**config.mk**
```make
export PLATFORM = sky130hd
export DESIGN_NAME = rcs_div
export DESIGN_NICKNAME = d
export VERILOG_FILES = /design/src/sv/rcs_div.sv
export SDC_FILE = /design/constraint.sdc
export NUM_CORES = 2
export LEC_CHECK = 0
export BUFFER_PORTS_ARGS = -buffer_cell sky130_fd_sc_hd__clkbuf_2
export CORE_UTILIZATION = 40
export CTS_CLUSTER_SIZE = 16
export DETAILED_ROUTE_END_ITERATION = 6
export GPL_TIMING_DRIVEN = 0
export PLACE_DENSITY = 0.6
export SYNTH_ARGS = -nofsm -noshare
export SYNTH_HDL_FRONTEND = slang
export SYNTH_SLANG_ARGS = --single-unit
```
**constraint.sdc**
```tcl
create_clock -name clk -period 3.5 [get_ports clk]
set_clock_uncertainty 0.15 [all_clocks]
set_input_delay 0.175 -clock clk [delete_from_list [all_inputs] [get_ports clk]]
set_output_delay 0.175 -clock clk [all_outputs]
set_load 0.05 [all_outputs]
```
**src/sv/rcs_div.sv**
```systemverilog
// ----------------------------------------------------------------------------
// rcs_div
// Pipelined restoring divider, one quotient bit per stage, with saturation
// of the quotient to all ones on a zero divisor or an oversized result.
// ----------------------------------------------------------------------------
module rcs_div #(
	parameter int NW = 27,
	parameter int DW = 24,
	parameter int QW = 16,
	parameter int SW = 8
) (
	input  logic          clk,
	input  logic          arst_n,
	input  logic          en,
	input  logic          in_valid,
	input  logic [NW-1:0] num,
	input  logic [DW-1:0] den,
	input  logic [SW-1:0] side_in,
	output logic          out_valid,
	output logic [QW-1:0] quo,
	output logic [SW-1:0] side_out
);
	localparam int CW = (NW > DW + QW) ? NW : DW + QW;

	logic          v_s    [QW+1];
	logic          sat_s  [QW+1];
	logic [QW-1:0] quo_s  [QW+1];
	logic [SW-1:0] side_s [QW+1];
	logic [NW-1:0] rem_s  [QW];
	logic [DW-1:0] den_s  [QW];

	always_ff @(posedge clk or negedge arst_n) begin
		if (!arst_n) begin
			v_s[0] <= 1'b0;
		end else if (en) begin
			v_s[0] <= in_valid;
		end
	end

	always_ff @(posedge clk) begin
		if (en) begin
			rem_s[0]  <= num;
			den_s[0]  <= den;
			quo_s[0]  <= '0;
			side_s[0] <= side_in;
			// The quotient cannot fit when num >= den * 2^QW.
			sat_s[0]  <= (den == '0) || (CW'(num) >= (CW'(den) << QW));
		end
	end

	for (genvar k = 0; k < QW; k++) begin : g_stage
		localparam int B = QW - 1 - k;
		logic [CW-1:0] shifted;
		logic [CW-1:0] rem_x;
		logic          ge;

		assign shifted = CW'(den_s[k]) << B;
		assign rem_x   = CW'(rem_s[k]);
		assign ge      = rem_x >= shifted;

		always_ff @(posedge clk or negedge arst_n) begin
			if (!arst_n) begin
				v_s[k+1] <= 1'b0;
			end else if (en) begin
				v_s[k+1] <= v_s[k];
			end
		end

		always_ff @(posedge clk) begin
			if (en) begin
				quo_s[k+1]  <= quo_s[k] | (ge ? (QW'(1) << B) : '0);
				sat_s[k+1]  <= sat_s[k];
				side_s[k+1] <= side_s[k];
			end
		end

		if (k < QW - 1) begin : g_fwd
			always_ff @(posedge clk) begin
				if (en) begin
					rem_s[k+1] <= ge ? NW'(rem_x - shifted) : rem_s[k];
					den_s[k+1] <= den_s[k];
				end
			end
		end
	end

	assign out_valid = v_s[QW];
	assign quo       = sat_s[QW] ? '1 : quo_s[QW];
	assign side_out  = side_s[QW];

endmodule

```
==> results.yml <==
logic_synthesis:
  yosys.area_share.simple: 0.07195
  synthDominantCellAreaShare: 0.6329
  synth_xor_xnor_area_share: 0.03591
  synth.net_count: 4255
  yosys_most_used_dff: "edfxtp_1"
  synthDominantAreaCellType: "edfxtp_1"
  asyncSetResetFlopFracSynth: 0.01515
  synth_cell_types: 87
  postSynthCellCount: 3860
  adder_cell_share_of_the_synthesized_area: 0.08137
  synthesis.area_um2: 52430
  synth_seq_area_share: 0.6410
  synth_top_family_by_area: "compound AO/OA/AOI/OAI gates"
  synthTopCellsByArea: "edfxtp_1 63%, ha_1 7.6%, mux2_2 3.2%, inv_1 2.8%, a21oi_1 2.1%"
  synth_area_per_cell_um2: 13.58
  synth-edff-count: 1105
  warnings_from_yosys: 0
  muxShareOfSynthArea: 0.03408
  synth_compound_area_frac: 0.1018
  synth.ff_latch_count: 1122
status:
  violations: "negative setup slack"
  outcome: "finished with violations"
global_route:
  grt_overflow: 0
  vias_in_the_first_global_route: 32640
  grt_max_degree: 128
  grt_first_pass_wirelength_mm: 161.9
  grt_antenna_before_repair: 1
  grtUsageTotal: 0.1550
route:
  vias: 31030
  drtIter0Drc: 1635
  drc: 0
  mean_number_of_vias_per_cell: 5.036
  drtPass1Iterations: 7
  detail-route-antenna-nets: 0
  routed_wire_length_per_instance_um: 16.62
  routed_wl_mm: 102.4
sta:
  total_negative_slack_for_setup_checks_ns: -1.324
  final-setup-viol-count: 21
  hold_violations: 0
  grt_setup_unrepaired: "yes"
  postLayoutSetupSlackWorst_ns: -0.1415
  worst_pin_slew_ns: 0.8028
  slew_headroom: 0.4648
  period_share: 1.040
  period_needed_ns: 3.641
  final.hold.worst_slack_ns: 0.1191
  fmax_mhz: 274.6
  timing.final.max_slew_violations: 0
setup_path:
  reg2reg_depth: 16
  r2r-end: "rem_s[5][51]"
  cp_data_required_time_ns: 3.85
  critical_path.reg2reg.startpoint: "rem_s[5][5]"
  timing.reg2reg.setup_slack_ns: -0.14
  worstSetupStartpointType: "flop"
  path_type_of_the_worst_setup_path: "flop to flop"
  critPathCaptureType: "flop"
  arrival_ns: 4.00
  worstPathMaxFanout: 5
job:
  maxCapViolCount: 0
clocking:
  tritoncts: "done"
  clock_transition_at_the_register_clock_pins_on_the_worst_setup_and_hold_paths_after_cts_ns: 0.06
  cts-root-buf: "clkbuf_16"
  clock_tree.htree_level_count: 4
  cts_buffers: 130
  clock_sink_count: 1122
  cts_max_path_buffers: 3
  clock_latency_ns: 0.76
die:
  placeableCoreArea_um2: 129800
  placementRows: 132
  die_width_um: 364.1
  fp.dieArea_um2: 132500
  starting_density: 0.4039
  ios: 88
  die_h_um: 364.1
finish:
  stdcell_count: 6162
  layout.nets: 4711
  num_antenna_cells: 0
  final_design_area_no_fill_um2: 62810
  post_route_cells_drive_above_1_share: 0.1663
  commonest_cells_after_routing_fill_and_taps_aside: "1105 x edfxtp_1, 386 x inv_1, 304 x ha_1"
  areaGrowthSynthToFinish_pct: 19.79
  leading_cell_type_in_the_layout_fill_and_taps_excluded: "edfxtp_1"
  post-route-util: 0.4838
power_and_ir_drop:
  design_power_total_mw: 35.32
  pwr_density_cell_nw_per_um2: 562.4
  p_leak_nw: 24.81
  ir_worst_vdd_mv: 0.4920
min_path:
  hold_path.startpoint: "den[0]"
  worst_hold_path_type: "input pin to flop"
  worst_hold_path.num_cells: 2
  min_delay_worst_endpoint: "den_s[0][0]"
placement:
  placedInstanceArea_um2: 55330
  port_buffers: 87
  dp.final_hpwl_mm: 70.58
  finalWeightedCongestion: 0.9195
  dpl.cell_count: 5699
  post-place-ws_ns: -1.437
layer usage:
layer / track usage / share of wire / vias up
met5: 0 / 0 / -
met4: 0.1162 / 0.073 / 0
met3: 0.02677 / 0.030 / 375
met2: 0.3009 / 0.54 / 601
met1: 0.1423 / 0.35 / 14740
li1: - / - / 15320
sequential cells by signal (all words and copies together), names as in the netlist:
signal	flops
sat_s	17
quo_s	136
v_s	16
rem_s	432
out_valid	1
side_s	136
den_s	384
cell families (layout without fill, tap and decap cells):
kind of cell,after synthesis,in the layout
buf+inv,454,1014
mux,160,160
xor+xnor,215,215
compound gates,826,826
flops,1122,1122
fa+ha+maj,332,332
simple gates,751,751
worst max-delay path, stage by stage (launching register included):
cell and delay, ns:
edfxtp_1 0.37, inv_2 0.09, ha_4 0.13, inv_2 0.04, fa_2 0.36, a21o_1 0.17, a21o_1 0.17, a311o_1 0.32
a21oi_4 0.20, o211ai_1 0.19, nand2_1 0.16, a311oi_2 0.12, a21oi_2 0.21, buf_12 0.17, buf_12 0.11, buf_12 0.12
mux2_4 0.30
power breakdown:
part | switching, mW | internal [mW]
Combinational | 3.29 | 2.69
Clock | 5.48 | 7.22
Sequential | 0.513 | 16.1
what timing repair did:
item                                    in CTS  in global routing
gates resized for setup                    187                 86
pin swaps                                   52                 59
gates cloned                                 5                  4
endpoints found under the hold margin      166                  0
endpoints found under the setup margin     290                258
buffers inserted                            61                 43
hold buffers                               127                  0
worst max-delay path by stage:
stage / start / endpoint / slack [ns] / cells past startpoint
after floorplan: rem_s[5][5] / rem_s[5][45] / 0.01 / 14
after global placement: en / den_s[1][169] / -16.88 / 1
after detailed placement: den_s[1][121] / rem_s[7][2] / -1.44 / 9
after CTS: rem_s[2][37] / rem_s[3][18] / -0.16 / 15
after global routing: rem_s[5][5] / rem_s[5][47] / -0.22 / 16
final: rem_s[5][5] / rem_s[5][51] / -0.14 / 16
final cells by class:
cell class	count	area (um^2)
fillers	11270	67000
flip-flops and latches	1122	33610
multi-input cells	2284	17950
clock buffers	173	3415
repair buffers	328	3093
well taps	1742	2180
inverters	393	1475
clock inverters	63	643.1
plain buffers	57	451.7
cells in the mapped netlist, drive strengths merged, types with 6 or more instances:
master	number
o21a	38
nor2b	47
o211ai	14
o22ai	6
a21oi	223
fa	15
o31a	12
nand2	200
a211oi	26
a31o	12
a21o	124
xnor2	119
nand2b	35
a2111oi	7
or2	28
mux2	148
a221oi	7
a31oi	27
nand3	46
o41ai	7
buf	28
nor2	164
inv	393
or4	6
and4	8
ha	317
xor2	96
nor4	56
mux2i	12
o31ai	22
a221o	6
nand4b	7
nor3	48
edfxtp	1105
a21boi	15
or3	15
clkbuf	33
o21ai	204
dfrtp	17
o21bai	32
nand4	43
and3	15
and2	18
Note: power is estimated with default switching activity, not from simulation.
