### src/sv/rcs_pkg.sv
// ----------------------------------------------------------------------------
// rcs_pkg
// Shared types and constants for the raycaster column setup pipeline.
// ----------------------------------------------------------------------------
package rcs_pkg;

	localparam int FRAC_BITS_DEF = 16;

	localparam int DIST_W  = 24;
	localparam int DIR_W   = 21;
	localparam int POS_W   = 24;
	localparam int SCR_W   = 11;
	localparam int TEX_W   = 9;
	localparam int SLICE_W = 16;
	localparam int COL_W   = 8;
	localparam int SEL_W   = 2;
	localparam int STEP_W  = 24;
	localparam int OFS_W   = 15;
	localparam int START_W = 40;

	localparam int IN_DATA_W  = 120;
	localparam int OUT_DATA_W = 112;
	localparam int CFG_IDX_W  = 2;
	localparam int CFG_DATA_W = 11;

	localparam logic [SCR_W-1:0] SCREEN_HEIGHT_RST = SCR_W'(480);
	localparam logic [TEX_W-1:0] TEXTURE_SIZE_RST  = TEX_W'(64);
	localparam logic [TEX_W-1:0] TEXTURE_SIZE_MAX  = TEX_W'(256);

	typedef enum logic [CFG_IDX_W-1:0] {
		REG_SCREEN_HEIGHT  = 2'd0,
		REG_TEXTURE_WIDTH  = 2'd1,
		REG_TEXTURE_HEIGHT = 2'd2
	} cfg_reg_t;

	typedef enum logic [SEL_W-1:0] {
		TEX_X_POS = 2'd0,
		TEX_X_NEG = 2'd1,
		TEX_Y_NEG = 2'd2,
		TEX_Y_POS = 2'd3
	} tex_sel_t;

	typedef struct packed {
		logic [DIST_W-1:0] wall_dist;
		logic [COL_W-1:0]  col;
		tex_sel_t          sel;
	} tc_out_t;

	// Clamp a texture size register to 1..256.
	function automatic logic [TEX_W-1:0] tex_size(input logic [TEX_W-1:0] v);
		logic [TEX_W-1:0] r;
		if (v == '0) begin
			r = TEX_W'(1);
		end else if (v > TEXTURE_SIZE_MAX) begin
			r = TEXTURE_SIZE_MAX;
		end else begin
			r = v;
		end
		return r;
	endfunction

endpackage

### src/sv/rcs_texcol.sv
// ----------------------------------------------------------------------------
// rcs_texcol
// Three-stage texture column path: wall hit product with texture selection
// by wall facing, scale by texture width, then mirroring.
// ----------------------------------------------------------------------------
module rcs_texcol #(
	parameter int FRAC_BITS = 16
) (
	input  logic                        clk,
	input  logic                        arst_n,
	input  logic                        en,
	input  logic                        in_valid,
	input  logic [rcs_pkg::DIST_W-1:0]  wall_dist,
	input  logic                        hit_side,
	input  logic signed [rcs_pkg::DIR_W-1:0] ray_dir_x,
	input  logic signed [rcs_pkg::DIR_W-1:0] ray_dir_y,
	input  logic [rcs_pkg::POS_W-1:0]   player_x,
	input  logic [rcs_pkg::POS_W-1:0]   player_y,
	input  logic                        step_x_negative,
	input  logic                        step_y_negative,
	input  logic [rcs_pkg::TEX_W-1:0]   tex_width,
	output logic                        out_valid,
	output rcs_pkg::tc_out_t            out_data
);
	import rcs_pkg::*;

	localparam int PW = DIST_W + 1 + DIR_W;
	localparam int EW = PW + FRAC_BITS;

	logic signed [DIR_W-1:0] dir_sel;
	logic signed [PW-1:0]    prod_c;

	logic                 v_s1, v_s2, v_s3;
	logic signed [PW-1:0] prod_s1;
	logic [FRAC_BITS-1:0] base_s1;
	logic                 mirror_s1, mirror_s2;
	tex_sel_t             sel_s1, sel_s2, sel_s3;
	logic [DIST_W-1:0]    dist_s1, dist_s2, dist_s3;
	logic [FRAC_BITS+TEX_W-1:0] scaled_s2;
	logic [COL_W-1:0]     col_s3;

	logic signed [EW-1:0]  prod_ext;
	logic [FRAC_BITS-1:0]  frac;
	logic [COL_W-1:0]      col_raw;
	logic [TEX_W-1:0]      col_mir;

	assign dir_sel = hit_side ? ray_dir_x : ray_dir_y;
	assign prod_c  = $signed({1'b0, wall_dist}) * dir_sel;

	always_ff @(posedge clk or negedge arst_n) begin
		if (!arst_n) begin
			v_s1 <= 1'b0;
			v_s2 <= 1'b0;
			v_s3 <= 1'b0;
		end else if (en) begin
			v_s1 <= in_valid;
			v_s2 <= v_s1;
			v_s3 <= v_s2;
		end
	end

	always_ff @(posedge clk) begin
		if (en) begin
			prod_s1   <= prod_c;
			base_s1   <= hit_side ? player_x[FRAC_BITS-1:0] : player_y[FRAC_BITS-1:0];
			// X-side walls seen with a positive x direction, and y-side walls seen
			// with a negative y direction, are mirrored.
			mirror_s1 <= hit_side ? ray_dir_y[DIR_W-1]
			                      : (!ray_dir_x[DIR_W-1] && (ray_dir_x != '0));
			if (hit_side) begin
				sel_s1 <= step_y_negative ? TEX_Y_NEG : TEX_Y_POS;
			end else begin
				sel_s1 <= step_x_negative ? TEX_X_NEG : TEX_X_POS;
			end
			dist_s1   <= wall_dist;

			scaled_s2 <= (FRAC_BITS+TEX_W)'(frac) * (FRAC_BITS+TEX_W)'(tex_width);
			mirror_s2 <= mirror_s1;
			sel_s2    <= sel_s1;
			dist_s2   <= dist_s1;

			col_s3    <= mirror_s2 ? col_mir[COL_W-1:0] : col_raw;
			sel_s3    <= sel_s2;
			dist_s3   <= dist_s2;
		end
	end

	// Floored product, then only the fraction of the hit point is kept.
	assign prod_ext = EW'(prod_s1);
	assign frac     = base_s1 + FRAC_BITS'(prod_ext >>> FRAC_BITS);

	assign col_raw = scaled_s2[FRAC_BITS+COL_W-1:FRAC_BITS];
	assign col_mir = tex_width - TEX_W'(col_raw) - TEX_W'(1);

	assign out_valid          = v_s3;
	assign out_data.wall_dist = dist_s3;
	assign out_data.col       = col_s3;
	assign out_data.sel       = sel_s3;

endmodule

### config.mk
export PLATFORM = sky130hd
export DESIGN_NAME = rcs_texcol
export DESIGN_NICKNAME = d
export VERILOG_FILES = /design/src/sv/rcs_pkg.sv /design/src/sv/rcs_texcol.sv
export SDC_FILE = /design/constraint.sdc
export NUM_CORES = 1
export LEC_CHECK = 0
export BUFFER_PORTS_ARGS = -buffer_cell sky130_fd_sc_hd__buf_2
export CAP_MARGIN = 20
export CORE_ASPECT_RATIO = 1.75
export CORE_MARGIN = 2
export CORE_UTILIZATION = 25
export DETAILED_ROUTE_END_ITERATION = 7
export REMOVE_ABC_BUFFERS = 1
export SLEW_MARGIN = 20
export SYNTH_ARGS = -nofsm -noshare
export SYNTH_HDL_FRONTEND = slang
export SYNTH_SLANG_ARGS = --single-unit
### constraint.sdc
create_clock -name clk -period 5.9 [get_ports clk]
set_clock_uncertainty 0.05 [all_clocks]
set_input_delay 1.18 -clock clk [delete_from_list [all_inputs] [get_ports clk]]
set_output_delay 1.18 -clock clk [all_outputs]
set_load 0.05 [all_outputs]
==> results_dict.tcl, run 1 <==
set metrics [dict create \
    grt_pass1_vias 18750 \
    synthCells 2286 \
    synth_seq_cells 131 \
    cp_top_family "adder cells" \
    crit_buf_inv 7 \
    cp_slowest_stage_delay_ps 620 \
    cts_root_buffer "clkbuf_16" \
    wire_per_inst_um 17.37 \
    synth-compound-area-share_pct 3.224 \
    grt_max_degree 79 \
    synthAdderAreaFrac_pct 48.58 \
    startpoint_type "input port" \
    syn_to_final_growth_pct 27.10 \
    drc_errors 0 \
    htree_num_levels 4 \
    setup_slack_ps -1731 \
    rsz0062_at_grt "yes" \
    slew-limit-headroom_pct 46.92 \
    place.gp.congestion 0.8955 \
    hold_violations 0 \
    cp.arrival_ps 7780 \
    timing.final.crit_period_ps 7631 \
    cts_tree "built" \
    max_freq_mhz 131.0 \
    worst_slew_pin_slew_ps 796.3 \
    synth-simple-area-share_pct 15.30 \
    grt_pass1_wl_mm 103.5 \
    drt_first_pass_iters 8 \
    antenna_cells 0 \
    post-route-period-util_pct 129.3 \
    synth_top_cell_by_area "fa_1" \
    final_common_cell "inv_1" \
    status "complete, but fails checks" \
    fp.dieH_um 400.9 \
    ys_seq_area_share_pct 17.41 \
    synthMuxAreaShare_pct 2.501 \
    rows 145 \
    drt-total-wl_mm 67.10 \
    antenna_found_initial 6 \
    layout_common_cells "inv_1 (513), fa_1 (418), nand2_1 (300)" \
    synthArstFlopShare_pct 2.290 \
    finalMaxSlewViolations 0 \
    yosys.area_share.xor_xnor_pct 2.568 \
    synth_area_leaders "fa_1 (39%), edfxtp_1 (17%), ha_1 (9.4%)" \
    ios 165 \
    final_nets 3414 \
    core_um2 89260 \
    yosys.cell_types.count 50 \
    layout-drive-gt1-share_pct 25.87 \
    syn_area_per_cell_um2 9.846 \
    timing_worst_setup_path_type "input port to flip-flop" \
    num_vias 16740 \
    maxCapViolations 0 \
    numClockSinks 131 \
    synth_warnings 0 \
    synth_top_area_share_pct 39.13 \
    port_buffers 148 \
    required_ps 6040 \
    cp_common_cell "fa_1" \
    endpoint_kind "flip-flop" \
    clockBufferDepth 2 \
    cts_inserted_buffers 17 \
    worstHoldPathType "flip-flop to flip-flop" \
    slowest_stage "fa_1" \
    antenna_violating_nets_post_route 0 \
    insertion_delay_ps 440 \
    hold_slack_ps 365.0 \
    synth_top_flop_cell "edfxtp_1" \
    setup_violations 24 \
    dp_hpwl_mm 56.24 \
    via_per_inst 4.334 \
    synth_area_um2 22510 \
    grt_usage_pct 14.94 \
    violations "negative setup slack" \
    drt_iter0_markers 653 \
    cp_max_fo 7 \
    fin_util_pct 32.05 \
    grt_overflow_total 0 \
    synth_top_family_by_area "adder cells" \
    dieArea_um2 92550 \
    chipWidth_um 230.8 \
    clk_pin_slew_ps 70 \
    initial_core_util_pct 25.22 \
    synth-edff-count 128 \
]
## stage by stage
| step | TNS (ps) | instance area (µm²) | cells | setup WS (ps) |
|---|---|---|---|---|
| after floorplan | -29870 | 22170 | 2195 | -2332 |
| after global placement | -37020 | 26590 | 3792 | -2363 |
| after detailed placement | -37730 | 26590 | 3792 | -2429 |
| after CTS | -24710 | 28260 | 3855 | -1708 |
| after global routing | -28330 | 28610 | 3863 | -1910 |
| final | -23130 | 28610 | 3863 | -1731 |
## what timing repair did
| action | CTS | global route |
|---|---|---|
| gates resized for setup | 188 | 74 |
| gates cloned | 2 | 1 |
| endpoints found under the setup margin | 24 | 24 |
| hold buffers | 0 | 0 |
| endpoints found under the hold margin | 0 | 0 |
| pin swaps | 115 | 91 |
| setup buffers | 32 | 16 |
## per-layer routing
| layer | up-vias | wire, µm | GRT usage, % |
|---|---|---|---|
| li1 | 7630 | - | - |
| met2 | 449 | 36630 | 28.51 |
| met3 | 211 | 2338 | 1.678 |
| met5 | - | 12 | 0 |
| met4 | 2 | 5214 | 10.19 |
| met1 | 8449 | 22910 | 14.90 |
## cells in the mapped netlist (2+ instances only)
cell type,n
a21o_1,16
or3_1,4
fa_1,440
a31oi_1,5
nand2_1,311
inv_1,533
a311oi_1,3
a211oi_1,3
xnor2_1,52
clkbuf_1,85
xor2_1,14
buf_2,2
buf_1,4
edfxtp_1,128
nand3_1,8
nand3b_1,3
o31ai_1,2
mux2_2,42
o21ai_0,24
a21boi_0,3
a21oi_1,33
nor4_1,7
nor2b_1,49
nand4_1,7
and3_1,7
nand2b_1,23
mux2i_1,9
and2_1,216
o211ai_1,7
o21a_1,3
o21bai_1,4
or2_2,4
dfrtp_1,3
nor3_1,11
ha_1,170
nor2_1,37
## sequential cells by signal, indices dropped and copies added (netlist names), 2 cells and up
| register | flops |
|---|---|
| sel_s1 | 2 |
| dist_s2 | 24 |
| sel_s3 | 2 |
| dist_s3 | 24 |
| base_s1 | 16 |
| dist_s1 | 24 |
| col_s3 | 8 |
| sel_s2 | 2 |
| prod_s1 | 16 |
| scaled_s2 | 8 |
## kinds of logic after synthesis
logic type / count (synthesis)
AOI/OAI and AO/OA: 113
xor gates and xnor gates: 66
adders and majority gates: 610
buffers and inverters: 624
DFF: 131
muxes: 51
and+or+nand+nor: 691
## area by class of cell
| class | instances | area [µm²] |
|---|---|---|
| clock inverters | 15 | 158.9 |
| clock buffers | 17 | 425.4 |
| repair buffers | 459 | 3460 |
| inverters | 533 | 2001 |
| fillers | 9233 | 60650 |
| flip-flops and latches | 131 | 3919 |
| multi-input cells | 1532 | 17180 |
| well taps | 1176 | 1471 |
## worst paths after layout
kind | startpoint | to | slack (ps) | cells past startpoint
max | hit_side | prod_s1[31] | -1730 | 25
min | dist_s1[2] | dist_s2[2] | 360 | 0
max reg2reg | base_s1[0] | scaled_s2[22] | -530 | 27
min reg2reg | dist_s1[2] | dist_s2[2] | 360 | 0
max in group asynchronous | arst_n | v_s2 | 5220 | 1
min in group asynchronous | arst_n | v_s1 | 470 | 1
Power of run 1 is left out: the tool's default activity adds up to more than one toggle a clock period on the data nets, which glitch-free logic cannot reach.
==> inputs of run 2 (changes only) <==
--- a/config.mk
+++ b/config.mk
@@ -5,13 +5,13 @@
 export SDC_FILE = /design/constraint.sdc
 export NUM_CORES = 1
 export LEC_CHECK = 0
+export ABC_CLOCK_PERIOD_IN_PS = 5900
 export BUFFER_PORTS_ARGS = -buffer_cell sky130_fd_sc_hd__buf_2
 export CAP_MARGIN = 20
 export CORE_ASPECT_RATIO = 1.75
 export CORE_MARGIN = 2
 export CORE_UTILIZATION = 25
 export DETAILED_ROUTE_END_ITERATION = 7
-export REMOVE_ABC_BUFFERS = 1
 export SLEW_MARGIN = 20
 export SYNTH_ARGS = -nofsm -noshare
 export SYNTH_HDL_FRONTEND = slang
==> results_dict.tcl, run 2 (synthesis results as in run 1) <==
set metrics [dict create \
    status "complete, but fails checks" \
    violations "negative setup slack" \
    path_cells "buf_12 -> buf_12 -> buf_8 -> mux2_4 -> buf_4 -> and2_1 -> fa_1 -> fa_1 -> fa_2 -> fa_1 -> fa_1 -> fa_1 -> inv_1 -> fa_1 -> inv_1 -> ha_4 -> nor3_2 -> o21ai_1 -> o21ai_1 -> o211ai_1 -> a32o_2 -> or4_4 -> a41o_1 -> xnor2_1" \
    final_common_cell "inv_1" \
    drt_first_pass_iters 5 \
    setup_violations 24 \
    hold_buffers 0 \
    insertion_delay_ps 460 \
    wire_per_inst_um 17.02 \
    startpoint_type "input port" \
    r2r_end "scaled_s2[23]" \
    rsz0062_at_grt "yes" \
    timing.final.crit_period_ps 7527 \
    drc_errors 0 \
    hold_slack_ps 363.2 \
    drt-total-wl_mm 65.71 \
    post-place-ws_ps -2262 \
    grt_usage_pct 14.51 \
    final_nets 3411 \
    hold_depth 0 \
    placed_cells_incl_taps 3771 \
    cp_top_family "adder cells" \
    rows 145 \
    crit_buf_inv 6 \
    final_cells 3861 \
    layout_common_cells "inv_1 (519), fa_1 (425), nand2_1 (302)" \
    slowest_stage "fa_1" \
    ios 165 \
    hold_start "dist_s2[10]" \
    cp_common_cell "fa_1" \
    fill_cells 9267 \
    antenna_found_initial 3 \
    numClockSinks 131 \
    max_freq_mhz 132.9 \
    hold_violations 0 \
    slew-limit-headroom_pct 50.56 \
    drt_iter0_markers 692 \
    clk_pin_slew_ps 70 \
    r2r_slack_ps -630 \
    grt_pass1_vias 18630 \
    layout-drive-gt1-share_pct 24.70 \
    reg2reg_depth 25 \
    grt_pass1_wl_mm 102.1 \
    endpoint_kind "flip-flop" \
    grt_max_degree 66 \
    core_um2 89260 \
    syn_nets 3026 \
    port_buffers 148 \
    cp_num_cells 24 \
    syn_to_final_growth_pct 26.25 \
    initial_core_util_pct 25.22 \
    chipWidth_um 230.8 \
    cts_tree "built" \
    r2r-start "base_s1[0]" \
    timing_worst_setup_path_type "input port to flip-flop" \
    worst_slew_pin_slew_ps 735.5 \
    dp_hpwl_mm 53.69 \
    fp.dieH_um 400.9 \
    cp_max_fo 6 \
    cts_inserted_buffers 17 \
    htree_num_levels 4 \
    worstHoldPathType "flip-flop to flip-flop" \
    cts_root_buffer "clkbuf_16" \
    maxCapViolations 0 \
    finalMaxSlewViolations 0 \
    reg_top3 "dist_s1: 24 flops, dist_s2: 24 flops, dist_s3: 24 flops" \
    clockBufferDepth 2 \
    place.gp.congestion 0.8998 \
    grt_overflow_total 0 \
    setup_slack_ps -1627 \
    post-route-period-util_pct 127.6 \
    via_per_inst 4.329 \
    required_ps 6060 \
    cp_slowest_stage_delay_ps 550 \
    num_vias 16710 \
    whs_endpoint "dist_s3[10]" \
    antenna_violating_nets_post_route 0 \
    cp.arrival_ps 7690 \
    dieArea_um2 92550 \
]
-- run 2: worst max-delay path by stage --
stage / slack (ps) / end / from
floorplan: -1850 / prod_s1[31] / hit_side
global placement: -2160 / prod_s1[31] / hit_side
detailed placement: -2260 / prod_s1[31] / hit_side
CTS: -1570 / prod_s1[31] / hit_side
global route: -1830 / prod_s1[31] / hit_side
finish: -1630 / prod_s1[31] / hit_side
-- run 2: area by class of cell --
class | instances | area [µm²] | area share [%]
Clock inverter | 15 | 182.7 | 0.6428
Multi-Input combinational cell | 1538 | 17080 | 60.09
Timing Repair Buffer | 450 | 3339 | 11.75
Antenna cell | 1 | 2.502 | 0.008806
Inverter | 533 | 2001 | 7.040
Clock buffer | 17 | 425.4 | 1.497
Sequential cell | 131 | 3919 | 13.79
Tap cell | 1176 | 1471 | 5.178
-- run 2: metrics by stage --
step                TNS (ps)  util, %  cell area, µm²
global placement      -29860    29.73           26540
CTS                   -20510    31.50           28120
floorplan             -20520        -           22720
global route          -25230    31.83           28410
finish                -19930    31.84           28420
detailed placement    -31280    29.73           26540
-- run 2: layer usage --
layer	GRT usage [%]	up-vias	routed length, µm
li1	-	7637	-
met3	1.884	166	2783
met4	7.640	2	3796
met5	0	-	8
met1	14.58	8488	22490
met2	28.44	420	36640
-- run 2: repair_timing --
item,4_1_cts,5_1_grt
buffers inserted,44,10
gates resized for setup,122,51
cloned,7,3
setup endpoints to repair,24,24
pin swaps,74,64
-- run 2: worst reg2reg max path: stages, from the launching register on --
cell and delay, ps:
edfxtp_1 420, ha_2 220, inv_2 40, fa_2 340
nor2b_2 130, o21ai_2 80, a21boi_2 180, o21ai_2 90
a21oi_4 200, a21oi_2 90, a211o_4 370, buf_4 170
mux2_2 290, fa_1 500, fa_1 560, inv_2 40
fa_1 480, fa_1 540, ha_4 300, nand4_1 80
nor2_1 90, nand3_1 170, a311oi_2 330, nor4_1 90
a311oi_1 330, xnor2_1 110
Power of run 2 is left out for the same reason.
==> inputs of run 3 (changes only) <==
--- a/config.mk
+++ b/config.mk
@@ -5,13 +5,14 @@
 export SDC_FILE = /design/constraint.sdc
 export NUM_CORES = 1
 export LEC_CHECK = 0
+export ABC_AREA = 1
 export ABC_CLOCK_PERIOD_IN_PS = 5900
-export BUFFER_PORTS_ARGS = -buffer_cell sky130_fd_sc_hd__buf_2
 export CAP_MARGIN = 20
 export CORE_ASPECT_RATIO = 1.75
 export CORE_MARGIN = 2
 export CORE_UTILIZATION = 25
 export DETAILED_ROUTE_END_ITERATION = 7
+export DONT_BUFFER_PORTS = 1
 export SLEW_MARGIN = 20
 export SYNTH_ARGS = -nofsm -noshare
 export SYNTH_HDL_FRONTEND = slang
==> results_dict.tcl, run 3 <==
set metrics [dict create \
    placed_cell_area_um2 26450 \
    fill_cells 9545 \
    yosys.cell_types.count 47 \
    required_ps 6080 \
    status "complete, but fails checks" \
    num_vias 18770 \
    insertion_delay_ps 470 \
    yosysMostFrequentCell "inv_1" \
    slew-limit-headroom_pct 38.98 \
    setup_slack_ps -823.8 \
    port_buffers 0 \
    slowest_stage "fa_1" \
    synth_area_leaders "fa_1 (38%), edfxtp_1 (17%), inv_1 (11%)" \
    multi_input_area_um2 17510 \
    grt_usage_pct 16.21 \
    final_common_cell "inv_1" \
    endpoint_kind "flip-flop" \
    htree_num_levels 4 \
    ys_seq_area_share_pct 16.95 \
    startpoint_type "input port" \
    crit_buf_inv 5 \
    layout-drive-gt1-share_pct 20.09 \
    drt-total-wl_mm 75.23 \
    cts_tree "built" \
    synth_area_um2 23130 \
    via_per_inst 4.505 \
    setup_violations 16 \
    seqCellArea_um2 3919 \
    hold_buffers 0 \
    grt_overflow_total 0 \
    drt_first_pass_iters 5 \
    dieArea_um2 95050 \
    maxCapViolations 0 \
    place.gp.congestion 0.9505 \
    worstHoldPathType "input port to async pin" \
    initial_core_util_pct 25.20 \
    timing_worst_setup_path_type "input port to flip-flop" \
    synth-edff-count 128 \
    clockBufferDepth 2 \
    synth_top_flop_cell "edfxtp_1" \
    placed_cells_incl_taps 4078 \
    synth_top_cell_by_area "fa_1" \
    wire_per_inst_um 18.06 \
    cp_max_fo 48 \
    violations "negative setup slack" \
    cp_slowest_stage_delay_ps 570 \
    grt_max_degree 134 \
    syn_to_final_growth_pct 23.57 \
    numClockSinks 131 \
    cp_top_family "adder cells" \
    cts_inserted_buffers 17 \
    post-route-period-util_pct 114.0 \
    hold_violations 0 \
    synthArstFlopShare_pct 2.290 \
    synth_warnings 0 \
    antenna_violating_nets_post_route 0 \
    timing.final.crit_period_ps 6724 \
    fp.dieH_um 406.3 \
    final_cells 4166 \
    synthCells 2737 \
    syn_nets 3477 \
    syn_area_per_cell_um2 8.449 \
    yosys-top-cells-count "inv_1 (683), nand2_1 (569), fa_1 (440), nor2_1 (331), ha_1 (170)" \
    clk_pin_slew_ps 70 \
    path_cells "inv_16 -> or2_1 -> o21ai_4 -> nor2_1 -> fa_1 -> inv_1 -> fa_1 -> inv_1 -> fa_1 -> fa_1 -> fa_1 -> fa_1 -> inv_2 -> fa_1 -> inv_2 -> ha_4 -> a21o_1 -> a31oi_2 -> o21ai_2 -> a221oi_2 -> nand2_1 -> nand2_1 -> nand2_1" \
    chipWidth_um 233.9 \
    final_nets 3698 \
    worst_slew_pin_slew_ps 905.7 \
    synth_seq_cells 131 \
    synth_top_area_share_pct 38.09 \
    cp.arrival_ps 6910 \
    core_um2 91780 \
    ios 165 \
    dp_hpwl_mm 63.31 \
    antenna_found_initial 2 \
    reg_top3 "dist_s1: 24 flops, dist_s2: 24 flops, dist_s3: 24 flops" \
    cts_root_buffer "clkbuf_16" \
    grt_pass1_vias 20750 \
    layout_common_cells "inv_1 (640), nand2_1 (529), fa_1 (404)" \
    max_freq_mhz 148.7 \
    drc_errors 0 \
    rsz0062_at_grt "yes" \
    drt_iter0_markers 800 \
    cp_common_cell "fa_1" \
    finalMaxSlewViolations 0 \
    grt_pass1_wl_mm 113.3 \
    final_cell_area_um2 28580 \
    rows 147 \
]
[run 3: cell types whose count changed after synthesis, moves of 37 or more]
cell / delta
nor2_1: +294
xnor2_1: -45
and2_1: -216
a21oi_1: +37
nand2_1: +258
mux2_2: -41
inv_1: +150
nor2b_1: -49
nand3_1: +53
[run 3: worst paths after layout]
path	startpoint	cells after the start	slack (ps)	to
max in group asynchronous	arst_n	0	5390	v_s1
min reg2reg	dist_s2[15]	0	360	dist_s3[15]
max reg2reg	base_s1[0]	28	260	scaled_s2[23]
min in group clk	dist_s2[15]	0	360	dist_s3[15]
min	arst_n	0	350	out_valid
max	hit_side	23	-820	prod_s1[29]
[run 3: final cells by class]
cell class / instances / area share (%)
diodes: 3 / 0.02627
clock buffers: 17 / 1.489
clock inverters: 15 / 0.6349
inverters: 700 / 9.405
multi-input cells: 1833 / 61.26
flip-flops and latches: 131 / 13.71
well taps: 1192 / 5.219
repair buffers: 273 / 8.196
repair inverters: 2 / 0.05692
[run 3: metrics by stage]
step	setup TNS (ps)	hold WS, ps	setup slack (ps)	util [%]
after floorplan	-14490	350.3	-1018	-
after global placement	-20430	350.3	-1401	28.82
after detailed placement	-21110	354.5	-1431	28.82
after CTS	-9947	309.0	-719.1	30.35
after global routing	-13800	321.9	-961.2	31.13
final	-11200	345.6	-823.8	31.14
[run 3: metal layers]
metal / wire length [µm] / vias to the layer above / global-route usage, %
li1: - / 8542 / -
met1: 23410 / 9291 / 14.50
met2: 40830 / 611 / 30.74
met3: 3248 / 325 / 2.270
met4: 7748 / 0 / 14.89
met5: 0 / - / 0
[run 3: cell families after synthesis]
logic type | count (synthesis) | share of synthesized area, %
AND/OR/NAND/NOR | 1026 | 17.70
XOR/XNOR | 32 | 1.212
buffers and inverters | 773 | 12.70
multiplexers | 1 | 0.04869
AO/OA/AOI/OAI | 164 | 4.101
flip-flops | 131 | 16.95
adder cells (fa/ha/maj) | 610 | 47.29
[run 3: what timing repair did]
action	4_1_cts	5_1_grt
gates resized for setup	129	160
setup buffers	37	16
setup endpoints to repair	18	24
gates cloned	3	1
endpoints found under the hold margin	0	0
pin swaps	89	83
Power of run 3 is left out for the same reason.
